==> src/bdll_pkg.sv <==
// shared types and constants for the button debounce and light latch unit
`timescale 1ns / 1ps
`default_nettype none

package bdll_pkg;

  localparam int BtnFieldW   = 5;
  localparam int LightFieldW = 4;
  localparam int ActFieldW   = 8;
  localparam int StateW      = 2;
  localparam int ActW        = 2;

  localparam int DefButtonCount   = 5;
  localparam int DefLightCount    = 4;
  localparam int DefDebounceTicks = 10;

  localparam logic [StateW-1:0] StateFlip = 2'b11;

  typedef enum logic {
    CmdScan  = 1'b0,
    CmdLight = 1'b1
  } cmd_e;

  typedef enum logic [ActW-1:0] {
    ActKeep   = 2'd0,
    ActOff    = 2'd1,
    ActOn     = 2'd2,
    ActToggle = 2'd3
  } light_act_e;

  typedef struct packed {
    logic                 command;
    logic [BtnFieldW-1:0] button_levels;
    logic [ActFieldW-1:0] light_actions;
  } req_t;

  typedef struct packed {
    logic [LightFieldW-1:0]      light_pattern;
    logic                        report_valid;
    logic [2*BtnFieldW-1:0]      report_states;
    logic [BtnFieldW-1:0]        tracked_levels;
  } rsp_t;

endpackage

`default_nettype wire

==> src/button_debounce_light_latch_unit.sv <==
// top level: shared-timer button debouncer with a latched light register
//
//   channel  direction  handshake               payload
//   in       input      in_valid_i / in_ready_o   in_req_i (req_t)
//   out      output     out_valid_o / out_ready_i out_rsp_o (rsp_t)
//   cfg      input      cfg_we_i (no wait)        cfg_wdata_i (report enable)
//
// one request per cycle sustained while out_ready_i keeps the result moving
// a request lands in the input register, the next-state logic runs once and
// writes button state, countdown, lights and the result register together
// reset clears button states, countdown, lights and report enable
// a stalled result holds; the input register still takes one more request
`timescale 1ns / 1ps
`default_nettype none

module button_debounce_light_latch_unit
  import bdll_pkg::*;
#(
  parameter int BUTTON_COUNT   = DefButtonCount,
  parameter int LIGHT_COUNT    = DefLightCount,
  parameter int DEBOUNCE_TICKS = DefDebounceTicks
) (
  input  wire       clk_i,
  input  wire       rst_ni,
  input  wire       in_valid_i,
  output logic      in_ready_o,
  input  wire req_t in_req_i,
  output logic      out_valid_o,
  input  wire       out_ready_i,
  output rsp_t      out_rsp_o,
  input  wire       cfg_we_i,
  input  wire       cfg_wdata_i
);

  localparam int RptBtn    = (BUTTON_COUNT < BtnFieldW) ? BUTTON_COUNT : BtnFieldW;
  localparam int ActLights = (LIGHT_COUNT < ActFieldW / ActW) ? LIGHT_COUNT
                                                              : ActFieldW / ActW;
  localparam int OutLights = (LIGHT_COUNT < LightFieldW) ? LIGHT_COUNT : LightFieldW;
  localparam int CntW      = $clog2(DEBOUNCE_TICKS + 1);

  req_t                    req_q;
  logic                    req_vld_q;
  rsp_t                    rsp_q, rsp_d;
  logic                    rsp_vld_q;
  logic                    rpt_en_q;
  logic [StateW-1:0]       btn_q [BUTTON_COUNT];
  logic [StateW-1:0]       btn_d [BUTTON_COUNT];
  logic [StateW-1:0]       btn_mid [BUTTON_COUNT];
  logic [CntW-1:0]         cnt_q, cnt_d, cnt_mid;
  logic                    idle_q, idle_d, idle_mid;
  logic [LIGHT_COUNT-1:0]  light_q, light_d;
  logic [BUTTON_COUNT-1:0] lvl, flip;
  logic                    settle_done;
  logic                    is_scan;
  logic                    advance, fire;

  assign advance     = !rsp_vld_q || out_ready_i;
  assign fire        = req_vld_q && advance;
  assign in_ready_o  = !req_vld_q || advance;
  assign out_valid_o = rsp_vld_q;
  assign out_rsp_o   = rsp_q;
  assign is_scan     = (req_q.command == CmdScan);

  always_comb begin
    lvl = '0;
    for (int i = 0; i < RptBtn; i++) begin
      lvl[i] = req_q.button_levels[i];
    end
    for (int i = 0; i < BUTTON_COUNT; i++) begin
      flip[i]    = btn_q[i][0] ^ lvl[i];
      btn_mid[i] = flip[i] ? (btn_q[i] ^ StateFlip) : btn_q[i];
    end
    // any level change restarts the shared countdown
    cnt_mid     = (|flip) ? CntW'(DEBOUNCE_TICKS) : cnt_q;
    idle_mid    = (|flip) ? 1'b0 : idle_q;
    settle_done = !idle_mid && (cnt_mid == '0);

    btn_d   = btn_q;
    cnt_d   = cnt_q;
    idle_d  = idle_q;
    light_d = light_q;

    if (is_scan) begin
      btn_d  = btn_mid;
      cnt_d  = cnt_mid;
      idle_d = idle_mid;
      if (settle_done) begin
        for (int i = 0; i < BUTTON_COUNT; i++) begin
          btn_d[i] = {1'b0, lvl[i]};
        end
        idle_d = 1'b1;
      end else if (!idle_mid) begin
        cnt_d = cnt_mid - CntW'(1);
      end
    end else begin
      for (int i = 0; i < ActLights; i++) begin
        case (light_act_e'(req_q.light_actions[ActW*i +: ActW]))
          ActKeep:   light_d[i] = light_q[i];
          ActOff:    light_d[i] = 1'b0;
          ActOn:     light_d[i] = 1'b1;
          ActToggle: light_d[i] = !light_q[i];
          default:   light_d[i] = light_q[i];
        endcase
      end
    end

    rsp_d              = '0;
    rsp_d.report_valid = is_scan && settle_done && rpt_en_q;
    for (int i = 0; i < RptBtn; i++) begin
      if (rsp_d.report_valid) begin
        rsp_d.report_states[StateW*i +: StateW] = btn_mid[i];
      end
      rsp_d.tracked_levels[i] = btn_d[i][0];
    end
    for (int i = 0; i < OutLights; i++) begin
      rsp_d.light_pattern[i] = light_d[i];
    end
  end

  always_ff @(posedge clk_i or negedge rst_ni) begin
    if (!rst_ni) begin
      req_vld_q <= 1'b0;
      rsp_vld_q <= 1'b0;
      rpt_en_q  <= 1'b0;
      cnt_q     <= '0;
      idle_q    <= 1'b0;
      light_q   <= '0;
      for (int i = 0; i < BUTTON_COUNT; i++) begin
        btn_q[i] <= '0;
      end
    end else begin
      if (cfg_we_i) begin
        rpt_en_q <= cfg_wdata_i;
      end
      if (in_ready_o) begin
        req_vld_q <= in_valid_i;
      end
      if (advance) begin
        rsp_vld_q <= req_vld_q;
      end
      if (fire) begin
        btn_q   <= btn_d;
        cnt_q   <= cnt_d;
        idle_q  <= idle_d;
        light_q <= light_d;
      end
    end
  end

  always_ff @(posedge clk_i) begin
    if (in_valid_i && in_ready_o) begin
      req_q <= in_req_i;
    end
    if (fire) begin
      rsp_q <= rsp_d;
    end
  end

endmodule

`default_nettype wire

==> config.mk <==
export PLATFORM = sky130hd
export DESIGN_NAME = button_debounce_light_latch_unit
export DESIGN_NICKNAME = d
export VERILOG_FILES = /design/src/bdll_pkg.sv /design/src/button_debounce_light_latch_unit.sv
export SDC_FILE = /design/constraint.sdc
export NUM_CORES = 1
export LEC_CHECK = 0
export BUFFER_PORTS_ARGS = -buffer_cell sky130_fd_sc_hd__buf_2
export CORE_ASPECT_RATIO = 0.5
export CORE_MARGIN = 1
export CORE_UTILIZATION = 43
export DETAILED_ROUTE_END_ITERATION = 7
export PLACE_DENSITY = 0.67
export SLEW_MARGIN = 20
export SYNTH_ARGS = -nofsm -noshare
export SYNTH_HDL_FRONTEND = slang
export SYNTH_SLANG_ARGS = --single-unit
==> constraint.sdc <==
create_clock -name clk_i -period 2.4 [get_ports clk_i]
set_clock_uncertainty 0.2 [all_clocks]
set_input_delay 0 -clock clk_i [delete_from_list [all_inputs] [get_ports clk_i]]
set_output_delay 0 -clock clk_i [all_outputs]
set_load 0.01 [all_outputs]
## After elaboration in Yosys (flattened, before gate mapping)

Cells that the tools add are included.
Widths: inputs -> output; s select.

- Flip-flop bits (word level): 56
- Latch bits: 0
- Memory bits (writable): 0
- ROM bits: 0
- Input bits: 20
- Output and inout port bits: 22
- Logic and storage cells: 85
- Memories kept: 0

- Add/sub/neg operators: 1
- Multiply operators: 0
- Div/mod/pow operators: 0
- Magnitude comparators: 0
- Equality and inequality tests: 12
- Shift-type cells: 0
- Muxes and demuxes: 17
- Bitwise operators: 11
- Reductions and logical operators: 21

Operators with widths:

| operator | count |
|---|---|
| $eq 2x2->1 const B | 8 |
| $mux 4 | 4 |
| $pmux 1 s4 | 4 |
| $mux 10 | 1 |
| $mux 2 | 5 |
| $not 2->2 | 5 |
| $mux 9 | 1 |
| $eq 2x1->1 const B | 4 |
| $logic_not 2->1 | 4 |
| $logic_not 1->1 | 7 |
| $logic_and 1x1->1 | 5 |
| $reduce_or 5->1 | 1 |
| $xor 1x1->1 | 5 |
| $logic_not 4->1 | 1 |
| $sub 4x1->4 const B | 1 |
| $logic_or 1x1->1 | 2 |
| $mux 1 | 2 |
| $reduce_and 2->1 | 1 |
| $not 1->1 | 1 |

## Depth between registers and ports, before layout

- Word-level depth: 7
- Gate-level depth with buffers: 8
- Mapped depth without buffers: 8

## Least setup slack after synthesis

OpenSTA, ideal clock, no wires.

- Path type: flip-flop to flip-flop
- Start point: register req_q (netlist bit lvl[2])
- End point: register cnt_q[2]
- Setup time: 0.104 ns
- Arrival: 1.658 ns
- Required time: 2.096 ns
- Setup slack: 0.438 ns
- Cell stages (with the launch flop): 9
- Buffers on the path: 0
- Clock period less this slack: 1.962 ns
- Path through: edfxtp_1 xnor2_1 nand4_2 or2_2 nor2_1 ha_1 and2_1 o21ai_0 o311ai_1

- Cells in the longest elaborated chain, start to end: 6
- Elaborated cells between the ends (all ways): 10
- Classes of those cells: add/sub (1); mux (4); bitwise (1); reduce/logical (4)

RTL lines:

| what | RTL line | RTL |
|---|---|---|
| start: declaration | button_debounce_light_latch_unit.sv:41 | `req_t req_q;` |
| start signal: assignment | button_debounce_light_latch_unit.sv:152 | `req_q <= in_req_i;` |
| $xor 1x1->1 * | button_debounce_light_latch_unit.sv:70 | `flip[i] = btn_q[i][0] ^ lvl[i];` |
| $reduce_or 5->1 * | button_debounce_light_latch_unit.sv:74, button_debounce_light_latch_unit.sv:75 |  |
| $mux 4 or $mux 1 (tied branches) | button_debounce_light_latch_unit.sv:74, button_debounce_light_latch_unit.sv:75 |  |
| $sub 4x1->4, or another cell as far along | button_debounce_light_latch_unit.sv:93 | `cnt_d = cnt_mid - CntW'(1);` |
| $mux 4 or $logic_and 1x1->1 (tied branches) | button_debounce_light_latch_unit.sv:92, button_debounce_light_latch_unit.sv:76 |  |
| $mux 4 * | button_debounce_light_latch_unit.sv:87 | `if (settle_done) begin` |
| end signal: assignment | button_debounce_light_latch_unit.sv:143 | `cnt_q <= cnt_d;` |
| end: declaration | button_debounce_light_latch_unit.sv:49 | `logic [CntW-1:0] cnt_q, cnt_d, cnt_mid;` |

Mark *: on every way between the ends. The rest lies on a longest branch, timed or not.
A chain may end at the register's enable or synchronous reset.

## Final worst setup path

- Start point: register req_q (netlist bit lvl[0])
- End point: register cnt_q[2]

The elaborated chain is that of the path after synthesis.

==> run_results.csv <==
group,metric,value,unit
outcome,outcome,"completed",
route,via_count,1479,
floorplan,rows,18,
job,drv_cap,0,
sta,timing.setup.tns,0,ps
placement,dp_hpwl,2780,microns
worst_setup_path,endpoint_kind,"flop",
worst_setup_path,critPathKind,"reg2reg",
worst_hold_path,hold_path.class,"in2async",
power_and_ir_drop,finalPower,2.47,mW
route,drt-vias-per-instance,4.82,
layout,nFillCells,425,
worst_setup_path,slowest_stage,"edfxtp_1",
synthesis,ys_async_sr_fraction,39.3,%
sta,worst_pin_slew,647,ps
layout,multi_input_area,753,sq um
synthesis,netlist_area,2340,sq um
grt,grt_usage,15.7,%
route,final_antenna_net_count,0,
floorplan,die-area,5760,sq um
cts,clk_pin_slew_worst_paths,100,ps
worst_setup_path,critPathMaxFanout,8,
sta,fin_crit_sh,94.5,%
placement,io_buffers,41,
cts,cts_setup_buffers,0,
floorplan,core,5090,sq um
synthesis,synth_fp_nets,187,
sta,rsz0062_at_grt,"no",
layout,drive_gt1_share,36.7,%
grt,grt-ovfl-total,0,
synthesis,yosysUniqueCellTypes,34,
worst_setup_path,cp_num_buf_inv,0,
worst_setup_path,cp_data_required_time,2370,ps
cts,cts.sink_count,56,
synthesis,ys_warn_count,0,
layout,nNetsFinal,257,
sta,slew_headroom,56.9,%
layout,regArea,1570,sq um
route,drt_wl_total,4150,microns
worst_setup_path,crit_chain,"xnor2_2, nand4_2, nor2_1, nand2_1, ha_1, and2_1, o21ai_0, o311ai_1",
sta,max_freq,441,MHz
grt,grt_pass1_wl,6580,microns
power_and_ir_drop,ir_drop,391,uV
cts,cts_root_buf,"clkbuf_8",
synthesis,ys_seq_area_share,67.1,%
grt,grt_max_degree,23,
floorplan,io_pins,42,
route,avgRoutedWirePerCell,13.5,microns
cts,htreeDepth,2,
sta,period_needed,2270,ps
sta,report.final.slew_viol_count,0,
synthesis,synth_edf_count,34,
power_and_ir_drop,power.leakage,1.17,nW
route,drc,0,
synthesis,synth_ff_type,"edfxtp_1",
synthesis,postSynthAreaPerCell,14.1,sq um
cts,clockBufferDepth,2,
floorplan,die_w,106,microns
route,drtIter0Drc,43,
floorplan,die-height,54.2,microns
sta,setup_violations,0,
power_and_ir_drop,p_per_area,831,nW/um^2
grt,grt_antenna_before_repair,0,
worst_setup_path,cp-start-kind,"flop",
sta,report.final.hold_viol_count,0,
worst_setup_path,critPathTopFamily,"simple AND/OR/NAND/NOR gates",
route,drt_pass1_iterations,4,
synthesis,synthCells,166,
cts,cts_tree,"built",
worst_setup_path,arrival,2240,ps
worst_setup_path,crit_path_max_incr_delay,460,ps
layout,synthToLayoutAreaGrowth,26.8,%
placement,place.gp.congestion,0.782,
layout,antennaDiodeCount,0,
cts,cts_buffers,5,
grt,grt_pass1_vias,1423,
floorplan,start_util,46.0,%
cts,clk-insertion-delay-late,310,ps
synthesis,ys_seq_elements,56,
==> state kept, by name, summed over array words and instances, names as in the netlist <==
name / cells
rpt_en_q: 1
req_vld_q: 1
cnt_q: 4
lvl: 5
light_q: 4
out_valid_o: 1
idle_q: 1
out_rsp_o: 20
req_q: 9
btn_q: 10
==> kinds of logic after synthesis <==
logic type	Yosys count	synth area share, %
DFF	56	67.1
and+or+nand+nor	51	12.8
AOI/OAI and AO/OA	28	8.39
muxes	15	7.21
buffers and inverters	9	1.71
xor gates and xnor gates	6	2.24
adders and majority gates	1	0.534
==> synth_stat cells (5+ instances only) <==
master    number  area [sq um]
and2_1         8          50.1
a21oi_1        6          30.0
mux2_2        15           169
xnor2_1        5          43.8
or2_2          9          56.3
edfxtp_1      34          1020
nand2_1       13          48.8
dfrtp_1       22           551
==> cells in the final DEF (no fill, tap or decap), types with 2 or more instances in the layout <==
cell / netlist / routed
dlygate4sd3_1: 0 / 20
nand2b_1: 4 / 4
and2_1: 8 / 8
mux2_2: 15 / 15
nand2_1: 13 / 13
xnor2_2: 0 / 3
xnor2_1: 5 / 2
a21boi_2: 3 / 3
edfxtp_1: 34 / 34
or2_2: 9 / 9
o21ai_0: 4 / 4
clkbuf_8: 0 / 5
nor2_1: 4 / 4
dfrtp_1: 22 / 22
a31oi_1: 4 / 4
buf_4: 1 / 7
o211ai_1: 4 / 4
a21oi_1: 6 / 6
o31ai_1: 2 / 2
nor3_1: 4 / 4
inv_1: 4 / 4
o311ai_0: 2 / 2
buf_2: 2 / 41
or3_1: 2 / 2
==> final timing paths <==
path                        startpoint          to  slack (ps)  cells past startpoint
min in group clk_i         in_req_i[4]    req_q[4]         190                      2
hold reg to reg               btn_q[3]    btn_q[3]         310                      2
max in group asynchronous       rst_ni    cnt_q[0]        1640                      2
setup reg to reg                lvl[0]    cnt_q[2]         130                      8
setup / recovery                lvl[0]    cnt_q[2]         130                      8
hold / removal                  rst_ni  light_q[3]           3                      2
==> power breakdown <==
group	internal [mW]	switching [mW]
logic	0.295	0.302
clock network	0.203	0.298
registers	1.23	0.140
total	1.73	0.740
==> per-stage QoR <==
step           hold slack [ps]  worst slack (ps)  cell area [sq um]  util, %  instances
3_3_place_gp              -190               201               2660     52.3        279
2_1_floorplan             -496               438               2340        -        166
3_5_place_dp              -179              41.6               2660     52.3        279
6_report                  2.65               131               2970     58.3        307
4_1_cts                   16.2              13.1               2950     57.9        307
5_1_grt                   60.9              1.21               2970     58.3        307
==> timing repair <==
action,in CTS,in global routing
hold buffers,20,0
setup endpoints to repair,0,5
hold endpoints to repair,39,0
resized for setup,0,3
==> worst reg2reg max path: cells and delay by family (launching register included) <==
kind | cells | cell delay, ps
AO/OA/AOI/OAI | 2 | 310
flip-flops | 1 | 460
AND/OR/NAND/NOR | 4 | 690
XOR/XNOR | 1 | 240
adder cells (fa/ha/maj) | 1 | 230
==> routing by layer <==
metal	routed length [microns]	vias to the layer above	part of all wire [%]	GRT usage, %
li1	-	744	-	-
met1	2020	703	49	20.3
met2	1970	27	48	25.4
met3	134	5	3.2	4.72
met4	29	0	0.70	5.79
met5	0	-	0	0
==> layout make-up <==
cell class,count,share of cell area (%)
Clock buffer,6,2.44
Clock inverter,2,0.379
Inverter,4,0.506
Multi-Input combinational cell,101,25.4
Sequential cell,56,52.9
Tap cell,70,2.95
Timing Repair Buffer,68,15.4
No activity file was read; power rests on OpenSTA's default activity.
